### config.mk
export PLATFORM = sky130hd
export DESIGN_NAME = point_in_polygon_test_core
export DESIGN_NICKNAME = d
export VERILOG_FILES = /design/src/hdl/pip_pkg.sv /design/src/hdl/pip_front.sv /design/src/hdl/pip_queue.sv /design/src/hdl/pip_back.sv /design/src/hdl/point_in_polygon_test_core.sv
export SDC_FILE = /design/constraint.sdc
export NUM_CORES = 2
export LEC_CHECK = 0
export ABC_AREA = 1
export BUFFER_PORTS_ARGS = -buffer_cell sky130_fd_sc_hd__buf_2
export CORE_MARGIN = 8
export CORE_UTILIZATION = 66
export DETAILED_ROUTE_END_ITERATION = 10
export PLACE_DENSITY_LB_ADDON = 0.2
export REMOVE_ABC_BUFFERS = 1
export SKIP_CTS_REPAIR_TIMING = 1
export SYNTH_ARGS = -nofsm -noshare
export SYNTH_HDL_FRONTEND = slang
export SYNTH_SLANG_ARGS = --single-unit
### constraint.sdc
create_clock -name aclk -period 14.6 [get_ports aclk]
set_clock_uncertainty 0.1 [all_clocks]
set_input_delay 0.73 -clock aclk [delete_from_list [all_inputs] [get_ports aclk]]
set_output_delay 0.73 -clock aclk [all_outputs]
set_load 0.02 [all_outputs]
### src/hdl/pip_pkg.sv
// shared constants and types for the point in polygon crossing test
package pip_pkg;

    // default coordinate width of the vertex and query fields
    localparam int COORD_WIDTH_DEF = 16;

    // entries of the queue between front and back
    localparam int QUEUE_DEPTH_DEF = 4;

    // configuration register indexes
    localparam int CFG_ADDR_WIDTH = 1;
    localparam logic [CFG_ADDR_WIDTH-1:0] CFG_QUERY_X = 1'd0;
    localparam logic [CFG_ADDR_WIDTH-1:0] CFG_QUERY_Y = 1'd1;

    // result word: location in bits 1:0, inside flag in bit 2
    localparam int OUT_DATA_WIDTH = 8;

    // location codes
    localparam int LOC_WIDTH = 2;
    localparam logic [LOC_WIDTH-1:0] LOC_OUTSIDE   = 2'd0;
    localparam logic [LOC_WIDTH-1:0] LOC_INSIDE    = 2'd1;
    localparam logic [LOC_WIDTH-1:0] LOC_ON_VERTEX = 2'd2;
    localparam logic [LOC_WIDTH-1:0] LOC_ON_EDGE   = 2'd3;

    // per-vertex control carried through the queue
    typedef struct packed {
        logic hit;        // vertex coincides with the query point
        logic last;       // vertex closes the polygon
        logic edge0_vld;  // edge from previous vertex is present
        logic edge1_vld;  // closing edge to first vertex is present
    } pip_flags_t;

endpackage

### src/hdl/pip_front.sv
// front part: query registers, vertex shift and edge formation
module pip_front #(
    parameter int COORD_WIDTH = pip_pkg::COORD_WIDTH_DEF
) (
    input  logic                              aclk,
    input  logic                              aresetn,
    input  logic                              cfg_we,
    input  logic [pip_pkg::CFG_ADDR_WIDTH-1:0] cfg_addr,
    input  logic [COORD_WIDTH-1:0]            cfg_wdata,
    input  logic                              in_valid,
    output logic                              in_ready,
    input  logic [COORD_WIDTH-1:0]            vertex_x,
    input  logic [COORD_WIDTH-1:0]            vertex_y,
    input  logic                              last_vertex,
    output logic                              q_valid,
    input  logic                              q_ready,
    output pip_pkg::pip_flags_t               q_flags,
    output logic [8*(COORD_WIDTH+1)-1:0]      q_data
);
    import pip_pkg::*;

    localparam int SW = COORD_WIDTH + 1;

    logic [COORD_WIDTH-1:0] query_x_reg, query_y_reg;
    logic [SW-1:0]          first_x_reg, first_y_reg, prev_x_reg, prev_y_reg;
    logic                   have_first_reg, have_first_next;
    logic [SW-1:0]          cx, cy, fx, fy;
    logic                   accept;

    assign in_ready = q_ready;
    assign q_valid  = in_valid;
    assign accept   = in_valid && q_ready;

    // configuration writes
    always_ff @(posedge aclk) begin
        if (!aresetn) begin
            query_x_reg <= '0;
            query_y_reg <= '0;
        end else if (cfg_we) begin
            if (cfg_addr == CFG_QUERY_X) begin
                query_x_reg <= cfg_wdata;
            end
            if (cfg_addr == CFG_QUERY_Y) begin
                query_y_reg <= cfg_wdata;
            end
        end
    end

    // shift the vertex so the query point is the origin
    assign cx = SW'($signed({vertex_x[COORD_WIDTH-1], vertex_x})
                  - $signed({query_x_reg[COORD_WIDTH-1], query_x_reg}));
    assign cy = SW'($signed({vertex_y[COORD_WIDTH-1], vertex_y})
                  - $signed({query_y_reg[COORD_WIDTH-1], query_y_reg}));

    // first vertex of the polygon, the current one if none held yet
    assign fx = have_first_reg ? first_x_reg : cx;
    assign fy = have_first_reg ? first_y_reg : cy;

    // queue word: edge0 then edge1, each xi, yi, xp, yp from the lowest bit
    assign q_data = {fy, fx, cy, cx, prev_y_reg, prev_x_reg, cy, cx};

    always_comb begin
        q_flags.hit       = (cx == '0) && (cy == '0);
        q_flags.last      = last_vertex;
        q_flags.edge0_vld = have_first_reg;
        q_flags.edge1_vld = last_vertex;
    end

    // polygon start tracking
    always_comb begin
        have_first_next = have_first_reg;
        if (accept) begin
            have_first_next = !last_vertex;
        end
    end

    always_ff @(posedge aclk) begin
        if (!aresetn) begin
            have_first_reg <= 1'b0;
        end else begin
            have_first_reg <= have_first_next;
        end
    end

    // vertex storage
    always_ff @(posedge aclk) begin
        if (accept) begin
            prev_x_reg <= cx;
            prev_y_reg <= cy;
            if (!have_first_reg) begin
                first_x_reg <= cx;
                first_y_reg <= cy;
            end
        end
    end

endmodule

### src/hdl/pip_queue.sv
// short register queue between front and back
module pip_queue #(
    parameter int DATA_WIDTH = 8,
    parameter int DEPTH      = pip_pkg::QUEUE_DEPTH_DEF
) (
    input  logic                  aclk,
    input  logic                  aresetn,
    input  logic                  push_valid,
    output logic                  push_ready,
    input  logic [DATA_WIDTH-1:0] push_data,
    output logic                  pop_valid,
    input  logic                  pop_ready,
    output logic [DATA_WIDTH-1:0] pop_data
);
    import pip_pkg::*;

    localparam int PTR_W = $clog2(DEPTH);
    localparam int CNT_W = $clog2(DEPTH + 1);

    logic [DATA_WIDTH-1:0] store_reg [DEPTH];
    logic [PTR_W-1:0]      wr_ptr_reg, wr_ptr_next, rd_ptr_reg, rd_ptr_next;
    logic [CNT_W-1:0]      count_reg, count_next;
    logic                  do_push, do_pop;

    assign push_ready = (count_reg != CNT_W'(DEPTH));
    assign pop_valid  = (count_reg != '0);
    assign pop_data   = store_reg[rd_ptr_reg];
    assign do_push    = push_valid && push_ready;
    assign do_pop     = pop_valid && pop_ready;

    // pointer and fill count update
    always_comb begin
        wr_ptr_next = wr_ptr_reg;
        rd_ptr_next = rd_ptr_reg;
        count_next  = count_reg;
        if (do_push) begin
            wr_ptr_next = (wr_ptr_reg == PTR_W'(DEPTH - 1)) ? '0 : wr_ptr_reg + 1'b1;
        end
        if (do_pop) begin
            rd_ptr_next = (rd_ptr_reg == PTR_W'(DEPTH - 1)) ? '0 : rd_ptr_reg + 1'b1;
        end
        if (do_push && !do_pop) begin
            count_next = count_reg + 1'b1;
        end else if (do_pop && !do_push) begin
            count_next = count_reg - 1'b1;
        end
    end

    always_ff @(posedge aclk) begin
        if (!aresetn) begin
            wr_ptr_reg <= '0;
            rd_ptr_reg <= '0;
            count_reg  <= '0;
        end else begin
            wr_ptr_reg <= wr_ptr_next;
            rd_ptr_reg <= rd_ptr_next;
            count_reg  <= count_next;
        end
    end

    // entry storage
    always_ff @(posedge aclk) begin
        if (do_push) begin
            store_reg[wr_ptr_reg] <= push_data;
        end
    end

endmodule

### src/hdl/pip_back.sv
// back part: cross products, crossing parities and result word
module pip_back #(
    parameter int COORD_WIDTH = pip_pkg::COORD_WIDTH_DEF
) (
    input  logic                                 aclk,
    input  logic                                 aresetn,
    input  logic                                 pop_valid,
    output logic                                 pop_ready,
    input  pip_pkg::pip_flags_t                  pop_flags,
    input  logic [8*(COORD_WIDTH+1)-1:0]         pop_data,
    output logic                                 res_valid,
    input  logic                                 res_ready,
    output logic [pip_pkg::LOC_WIDTH-1:0]        location,
    output logic                                 inside_res
);
    import pip_pkg::*;

    localparam int SW = COORD_WIDTH + 1;
    localparam int PW = 2 * SW;

    logic signed [SW-1:0] xi [2];
    logic signed [SW-1:0] yi [2];
    logic signed [SW-1:0] xp [2];
    logic signed [SW-1:0] yp [2];
    logic                 rs [2];
    logic                 ls [2];
    logic                 evld [2];

    logic                 s1_valid_reg, s1_valid_next;
    pip_flags_t           s1_flags_reg;
    logic signed [PW-1:0] s1_p1_reg [2];
    logic signed [PW-1:0] s1_p2_reg [2];
    logic                 s1_rs_reg [2];
    logic                 s1_ls_reg [2];
    logic                 s1_up_reg [2];

    logic signed [PW:0]   diff [2];
    logic                 tog_r [2];
    logic                 tog_l [2];

    logic                 rpar_reg, rpar_next, lpar_reg, lpar_next, hit_reg, hit_next;
    logic                 rpar_new, lpar_new, hit_new;
    logic                 res_valid_reg, res_valid_next;
    logic [LOC_WIDTH-1:0] loc_reg, loc_next;
    logic                 advance;

    assign advance   = !res_valid_reg || res_ready;
    assign pop_ready = advance;
    assign evld[0]   = pop_flags.edge0_vld;
    assign evld[1]   = pop_flags.edge1_vld;

    // unpack edges and find straddles of the x axis
    always_comb begin
        for (int e = 0; e < 2; e++) begin
            xi[e] = pop_data[(4*e)*SW +: SW];
            yi[e] = pop_data[(4*e+1)*SW +: SW];
            xp[e] = pop_data[(4*e+2)*SW +: SW];
            yp[e] = pop_data[(4*e+3)*SW +: SW];
            rs[e] = evld[e] && ((yi[e] > 0) != (yp[e] > 0));
            ls[e] = evld[e] && ((yi[e] < 0) != (yp[e] < 0));
        end
    end

    // stage one: products xi*yp and xp*yi
    always_ff @(posedge aclk) begin
        if (advance && pop_valid) begin
            s1_flags_reg <= pop_flags;
            for (int e = 0; e < 2; e++) begin
                s1_p1_reg[e] <= xi[e] * yp[e];
                s1_p2_reg[e] <= xp[e] * yi[e];
                s1_rs_reg[e] <= rs[e];
                s1_ls_reg[e] <= ls[e];
                s1_up_reg[e] <= (yp[e] > yi[e]);
            end
        end
    end

    always_comb begin
        s1_valid_next = s1_valid_reg;
        if (advance) begin
            s1_valid_next = pop_valid;
        end
    end

    // stage two: sign of the crossing and parity toggles
    always_comb begin
        for (int e = 0; e < 2; e++) begin
            diff[e]  = $signed({s1_p1_reg[e][PW-1], s1_p1_reg[e]})
                     - $signed({s1_p2_reg[e][PW-1], s1_p2_reg[e]});
            tog_r[e] = s1_rs_reg[e] && (s1_up_reg[e] ? (diff[e] > 0) : (diff[e] < 0));
            tog_l[e] = s1_ls_reg[e] && (s1_up_reg[e] ? (diff[e] < 0) : (diff[e] > 0));
        end
        rpar_new = rpar_reg ^ tog_r[0] ^ tog_r[1];
        lpar_new = lpar_reg ^ tog_l[0] ^ tog_l[1];
        hit_new  = hit_reg | s1_flags_reg.hit;
    end

    // polygon state and result word
    always_comb begin
        rpar_next      = rpar_reg;
        lpar_next      = lpar_reg;
        hit_next       = hit_reg;
        res_valid_next = res_valid_reg;
        loc_next       = loc_reg;
        if (advance) begin
            res_valid_next = 1'b0;
            if (s1_valid_reg) begin
                if (s1_flags_reg.last) begin
                    res_valid_next = 1'b1;
                    rpar_next      = 1'b0;
                    lpar_next      = 1'b0;
                    hit_next       = 1'b0;
                    if (hit_new) begin
                        loc_next = LOC_ON_VERTEX;
                    end else if (rpar_new != lpar_new) begin
                        loc_next = LOC_ON_EDGE;
                    end else if (rpar_new) begin
                        loc_next = LOC_INSIDE;
                    end else begin
                        loc_next = LOC_OUTSIDE;
                    end
                end else begin
                    rpar_next = rpar_new;
                    lpar_next = lpar_new;
                    hit_next  = hit_new;
                end
            end
        end
    end

    always_ff @(posedge aclk) begin
        if (!aresetn) begin
            s1_valid_reg  <= 1'b0;
            rpar_reg      <= 1'b0;
            lpar_reg      <= 1'b0;
            hit_reg       <= 1'b0;
            res_valid_reg <= 1'b0;
        end else begin
            s1_valid_reg  <= s1_valid_next;
            rpar_reg      <= rpar_next;
            lpar_reg      <= lpar_next;
            hit_reg       <= hit_next;
            res_valid_reg <= res_valid_next;
        end
    end

    always_ff @(posedge aclk) begin
        loc_reg <= loc_next;
    end

    assign res_valid  = res_valid_reg;
    assign location   = loc_reg;
    assign inside_res = (loc_reg == LOC_INSIDE);

endmodule

### src/hdl/point_in_polygon_test_core.sv
// Crossing-parity point in polygon test, one vertex word per cycle while s_tready is high.
// Throughput: one vertex word per cycle when not stalled; one result word per polygon.
// The result word is registered after the last vertex is taken, passing in order through
// the queue, the product stage and the parity stage with output register.
// The four-entry queue absorbs output stalls; s_tready drops when it is full.
// Reset (aresetn low, synchronous) clears query registers, queue and parities.
module point_in_polygon_test_core #(
    parameter int COORD_WIDTH = pip_pkg::COORD_WIDTH_DEF,
    parameter int QUEUE_DEPTH = pip_pkg::QUEUE_DEPTH_DEF
) (
    input  logic                                    aclk,
    input  logic                                    aresetn,
    input  logic                                    cfg_we,
    input  logic [pip_pkg::CFG_ADDR_WIDTH-1:0]      cfg_addr,
    input  logic [COORD_WIDTH-1:0]                  cfg_wdata,
    input  logic                                    s_tvalid,
    output logic                                    s_tready,
    // vertex_x, vertex_y, zero fill
    input  logic [((2*COORD_WIDTH+7)/8)*8-1:0]      s_tdata,
    input  logic                                    s_tlast,
    output logic                                    m_tvalid,
    input  logic                                    m_tready,
    // location (2), inside_res (1), zero fill
    output logic [pip_pkg::OUT_DATA_WIDTH-1:0]      m_tdata
);
    import pip_pkg::*;

    localparam int SW    = COORD_WIDTH + 1;
    localparam int EDW   = 8 * SW;
    localparam int FLW   = $bits(pip_flags_t);
    localparam int QW    = EDW + FLW;

    logic                 fq_valid, fq_ready, qb_valid, qb_ready;
    pip_flags_t           fq_flags, qb_flags;
    logic [EDW-1:0]       fq_data;
    logic [QW-1:0]        qb_word;
    logic [LOC_WIDTH-1:0] location;
    logic                 inside_res;

    // front: shift and edge formation
    pip_front #(
        .COORD_WIDTH (COORD_WIDTH)
    ) u_front (
        .aclk        (aclk),
        .aresetn     (aresetn),
        .cfg_we      (cfg_we),
        .cfg_addr    (cfg_addr),
        .cfg_wdata   (cfg_wdata),
        .in_valid    (s_tvalid),
        .in_ready    (s_tready),
        .vertex_x    (s_tdata[COORD_WIDTH-1:0]),
        .vertex_y    (s_tdata[2*COORD_WIDTH-1:COORD_WIDTH]),
        .last_vertex (s_tlast),
        .q_valid     (fq_valid),
        .q_ready     (fq_ready),
        .q_flags     (fq_flags),
        .q_data      (fq_data)
    );

    // queue between the two parts
    pip_queue #(
        .DATA_WIDTH (QW),
        .DEPTH      (QUEUE_DEPTH)
    ) u_queue (
        .aclk       (aclk),
        .aresetn    (aresetn),
        .push_valid (fq_valid),
        .push_ready (fq_ready),
        .push_data  ({fq_flags, fq_data}),
        .pop_valid  (qb_valid),
        .pop_ready  (qb_ready),
        .pop_data   (qb_word)
    );

    assign qb_flags = pip_flags_t'(qb_word[QW-1:EDW]);

    // back: crossing test and result
    pip_back #(
        .COORD_WIDTH (COORD_WIDTH)
    ) u_back (
        .aclk       (aclk),
        .aresetn    (aresetn),
        .pop_valid  (qb_valid),
        .pop_ready  (qb_ready),
        .pop_flags  (qb_flags),
        .pop_data   (qb_word[EDW-1:0]),
        .res_valid  (m_tvalid),
        .res_ready  (m_tready),
        .location   (location),
        .inside_res (inside_res)
    );

    assign m_tdata = {{(OUT_DATA_WIDTH - LOC_WIDTH - 1){1'b0}}, inside_res, location};

endmodule

==> summary.md <==
| Metric | Value |
|---|---|
| RSZ-0062 raised after global routing | `false` |
| Synthesized flop and latch total | `slightly below 700` |
| Pre-antenna DRT Iters | `6` |
| Pin count of the biggest net entering global routing | `between 100 and 150` |
| Min-Delay Path Class | `input port to register` |
| Share of cells above drive strength 1 | `0.0532` |
| Hold Violations, Final | `0` |
| CTS sink cnt | `~700` |
| GP Congestion | `around 1` |
| Tot GR Track Use | `0.353` |
| Reg2reg setup slack | `5.04 ns` |
| Synth top area share | `0.319` |
| Routed len/inst | `~23 um` |
| Crit-path slowest cell | `clkinv_1` |
| Via-to-Cell Ratio | `5.80` |
| Initial antenna violation count | `2` |
| Max Buffers Root-to-Sink | `3` |
| Detail Route Antenna Nets | `0` |
| Synth async-reset ratio | `0` |
| Root buffer cell | `clkbuf_16` |
| Core ar. | `about 110000 um2` |
| # port buffers | `59` |
| Mapped cell area | `between 70000 and 80000 um2` |
| Hold depth | `2` |
| CTS Buf Count | `between 70 and 80` |
| Area contributors post-synth | `fa_1 32%, edfxtp_1 26%, inv_1 8.8%` |
| Syn avg cell area | `between 9 and 10 um2` |
| Achievable clock frequency | `between 0.1 and 0.15 GHz` |
| Die height | `352 um` |
| DP Wirelength | `~170 mm` |
| Min-Delay Endpoint | `u_front.have_first_reg` |
| Setup TNS | `0 ns` |
| Most used cell, CP | `fa_1` |
| Die Wd | `352 um` |
| Vias post-DR | `roughly 56000` |
| CP Launch Type | `register` |
| Critical hold path startpoint | `s_tlast` |
| Initial cell density of the core | `0.664` |
| Post-synthesis cell type count | `57` |
| 1st-iter DRT viols | `~5400` |
| TritonCTS clock tree | `built` |
| Synth Warn # | `0` |
| Residual DRC | `0` |
| Io pins | `65` |
| Global-route wire length before repair | `about 340 mm` |
| H-tree level count | `3` |
| Max-cap violations | `0` |
| Full die area | `124000 um2` |
| Setup violators final | `0` |
| Vias in the first global route | `between 50000 and 60000` |
| Seq/Total Area, Yosys | `0.268` |
| Area Overhead vs Synth | `6.27%` |
| Post-synth EDFFs | `around 630` |
| Mapped Cells | `8026` |
| RR Endpoint | `u_back.s1_p2_reg[0][66]` |
| Worst-margin pin slew | `about 1.5 ns` |
| Worst stage delay on the critical path | `0.97 ns` |
| Outcome | `complete, no violations` |
| Post-Route WL | `217 mm` |
| Final Cycle Share | `0.655` |
| Filler cell count | `roughly 8600` |
| Most used DFF post-synth | `edfxtp_1` |
| Critical path data required time | `14.88 ns` |
| Final net count | `a little under 10000` |
| Kind of critical path | `register to register` |
| Max reg flops | `420` |
| Worst Path Arrival | `roughly 9.8 ns` |
| Max Slew Vio Count | `0` |
| Slew headroom | `0.00934` |
| GR Overflow Total | `0` |
| Later-pin clock latency in the skew report | `about 0.67 ns` |
| Post-layout min period | `9.56 ns` |
| Crit Path Max Fanout | `78` |
| Worst setup EP type | `register` |
| Largest area contributor in the synthesized netlist | `fa_1` |
| Cell Rows | `between 100 and 150` |
| Clk slew on worst S/H paths | `about 0.060 ns` |
| FF-to-FF path depth | `25` |
## layout by cell type, fill, tap and decap left out, types with 59 or more instances in the layout
master | netlist | routed
inv_1 | 1746 | 1744
nand2_1 | 1613 | 1613
fa_1 | 1189 | 1189
nor2_1 | 890 | 886
edfxtp_1 | 634 | 634
ha_1 | 481 | 481
a21oi_1 | 357 | 357
buf_4 | 20 | 126
nand3_1 | 122 | 122
xor2_1 | 119 | 119
o21ai_0 | 118 | 118
clkbuf_16 | 0 | 73
xnor2_1 | 68 | 68
a32oi_1 | 75 | 64
buf_2 | 45 | 59
## per-layer routing
layer	GRT usage	wire length (um)	up-vias
met5	0	13	-
met4	0.201	15200	2
met3	0.0812	22400	802
met2	0.566	100000	3030
met1	0.442	79500	27300
li1	-	-	24700
## stage by stage
| stage | instances | hold slack, ns | util | area (um2) | setup slack (ns) |
|---|---|---|---|---|---|
| global route | 9616 | 0.214 | 0.706 | 79200 | 4.48 |
| detailed placement | 9487 | 0.351 | 0.685 | 76800 | 5.26 |
| global placement | 9487 | 0.345 | 0.685 | 76800 | 5.49 |
| CTS | 9616 | 0.190 | 0.706 | 79200 | 5.21 |
| finish | 9618 | 0.214 | 0.706 | 79200 | 5.04 |
| floorplan | 7801 | 0.333 | - | 73500 | 1.30 |
## cell families (layout without fill, tap and decap cells)
kind of cell	count (synthesis)	after routing	synth area share
xor+xnor	187	187	0.0220
other cells	1	7	0.0000503
buf+inv	2010	2096	0.103
fa+ha+maj	1670	1670	0.400
flops	681	681	0.268
simple gates	2776	2776	0.147
compound gates	701	701	0.0594
## cell usage after synthesis (9+ instances only)
cell,instances
inv_1,1746
nand2_1,1613
fa_1,1189
nor2_1,890
edfxtp_1,634
ha_1,481
a21oi_1,357
clkbuf_1,142
nand3_1,122
xor2_1,119
o21ai_0,118
a32oi_1,75
xnor2_1,68
dfxtp_1,47
buf_2,45
nand2_2,31
nand4_1,31
nor3_1,29
a32oi_2,28
clkinv_1,25
buf_1,22
buf_4,20
nor4_1,19
o21bai_1,14
nand3b_1,13
o21ai_1,13
a21oi_2,12
a31oi_1,12
o21ai_2,12
a211oi_1,11
inv_2,10
nand3_2,9
o211ai_1,9
## critical path: cells and delay by family (launching register included)
family / cells / cell delay (ns)
buffers and inverters: 5 / 2.14
AND/OR/NAND/NOR: 6 / 0.84
adder cells (fa/ha/maj): 7 / 3.26
AO/OA/AOI/OAI: 6 / 2.24
XOR/XNOR: 1 / 0.07
flip-flops: 1 / 0.52
## area by class of cell
class                           instances  area, um2  area share
Antenna cell                            2       5.00   0.0000632
Timing Repair Buffer                  186       1260      0.0159
Clock inverter                         47        497     0.00627
Inverter                             1781       6700      0.0846
Tap cell                             1500       1880      0.0237
Multi-Input combinational cell       5339      47000       0.594
Sequential cell                       681      20000       0.252
Clock buffer                           82       1860      0.0235
## how the worst max path moves through the flow
stage / startpoint / end / slack, ns / cells after the start
global placement: register / u_back.s1_p2_reg[0][66] / 5.49 / 25
detailed placement: register / u_back.s1_p2_reg[0][66] / 5.26 / 28
CTS: register / u_back.s1_p2_reg[0][66] / 5.21 / 28
global route: register / u_back.s1_p2_reg[0][66] / 4.48 / 25
finish: register / u_back.s1_p2_reg[0][66] / 5.04 / 25
floorplan: register / u_back.s1_p2_reg[0][66] / 1.30 / 24
Power is left out: the tool's default activity adds up to more than one toggle a clock period on the data nets, which glitch-free logic cannot reach.
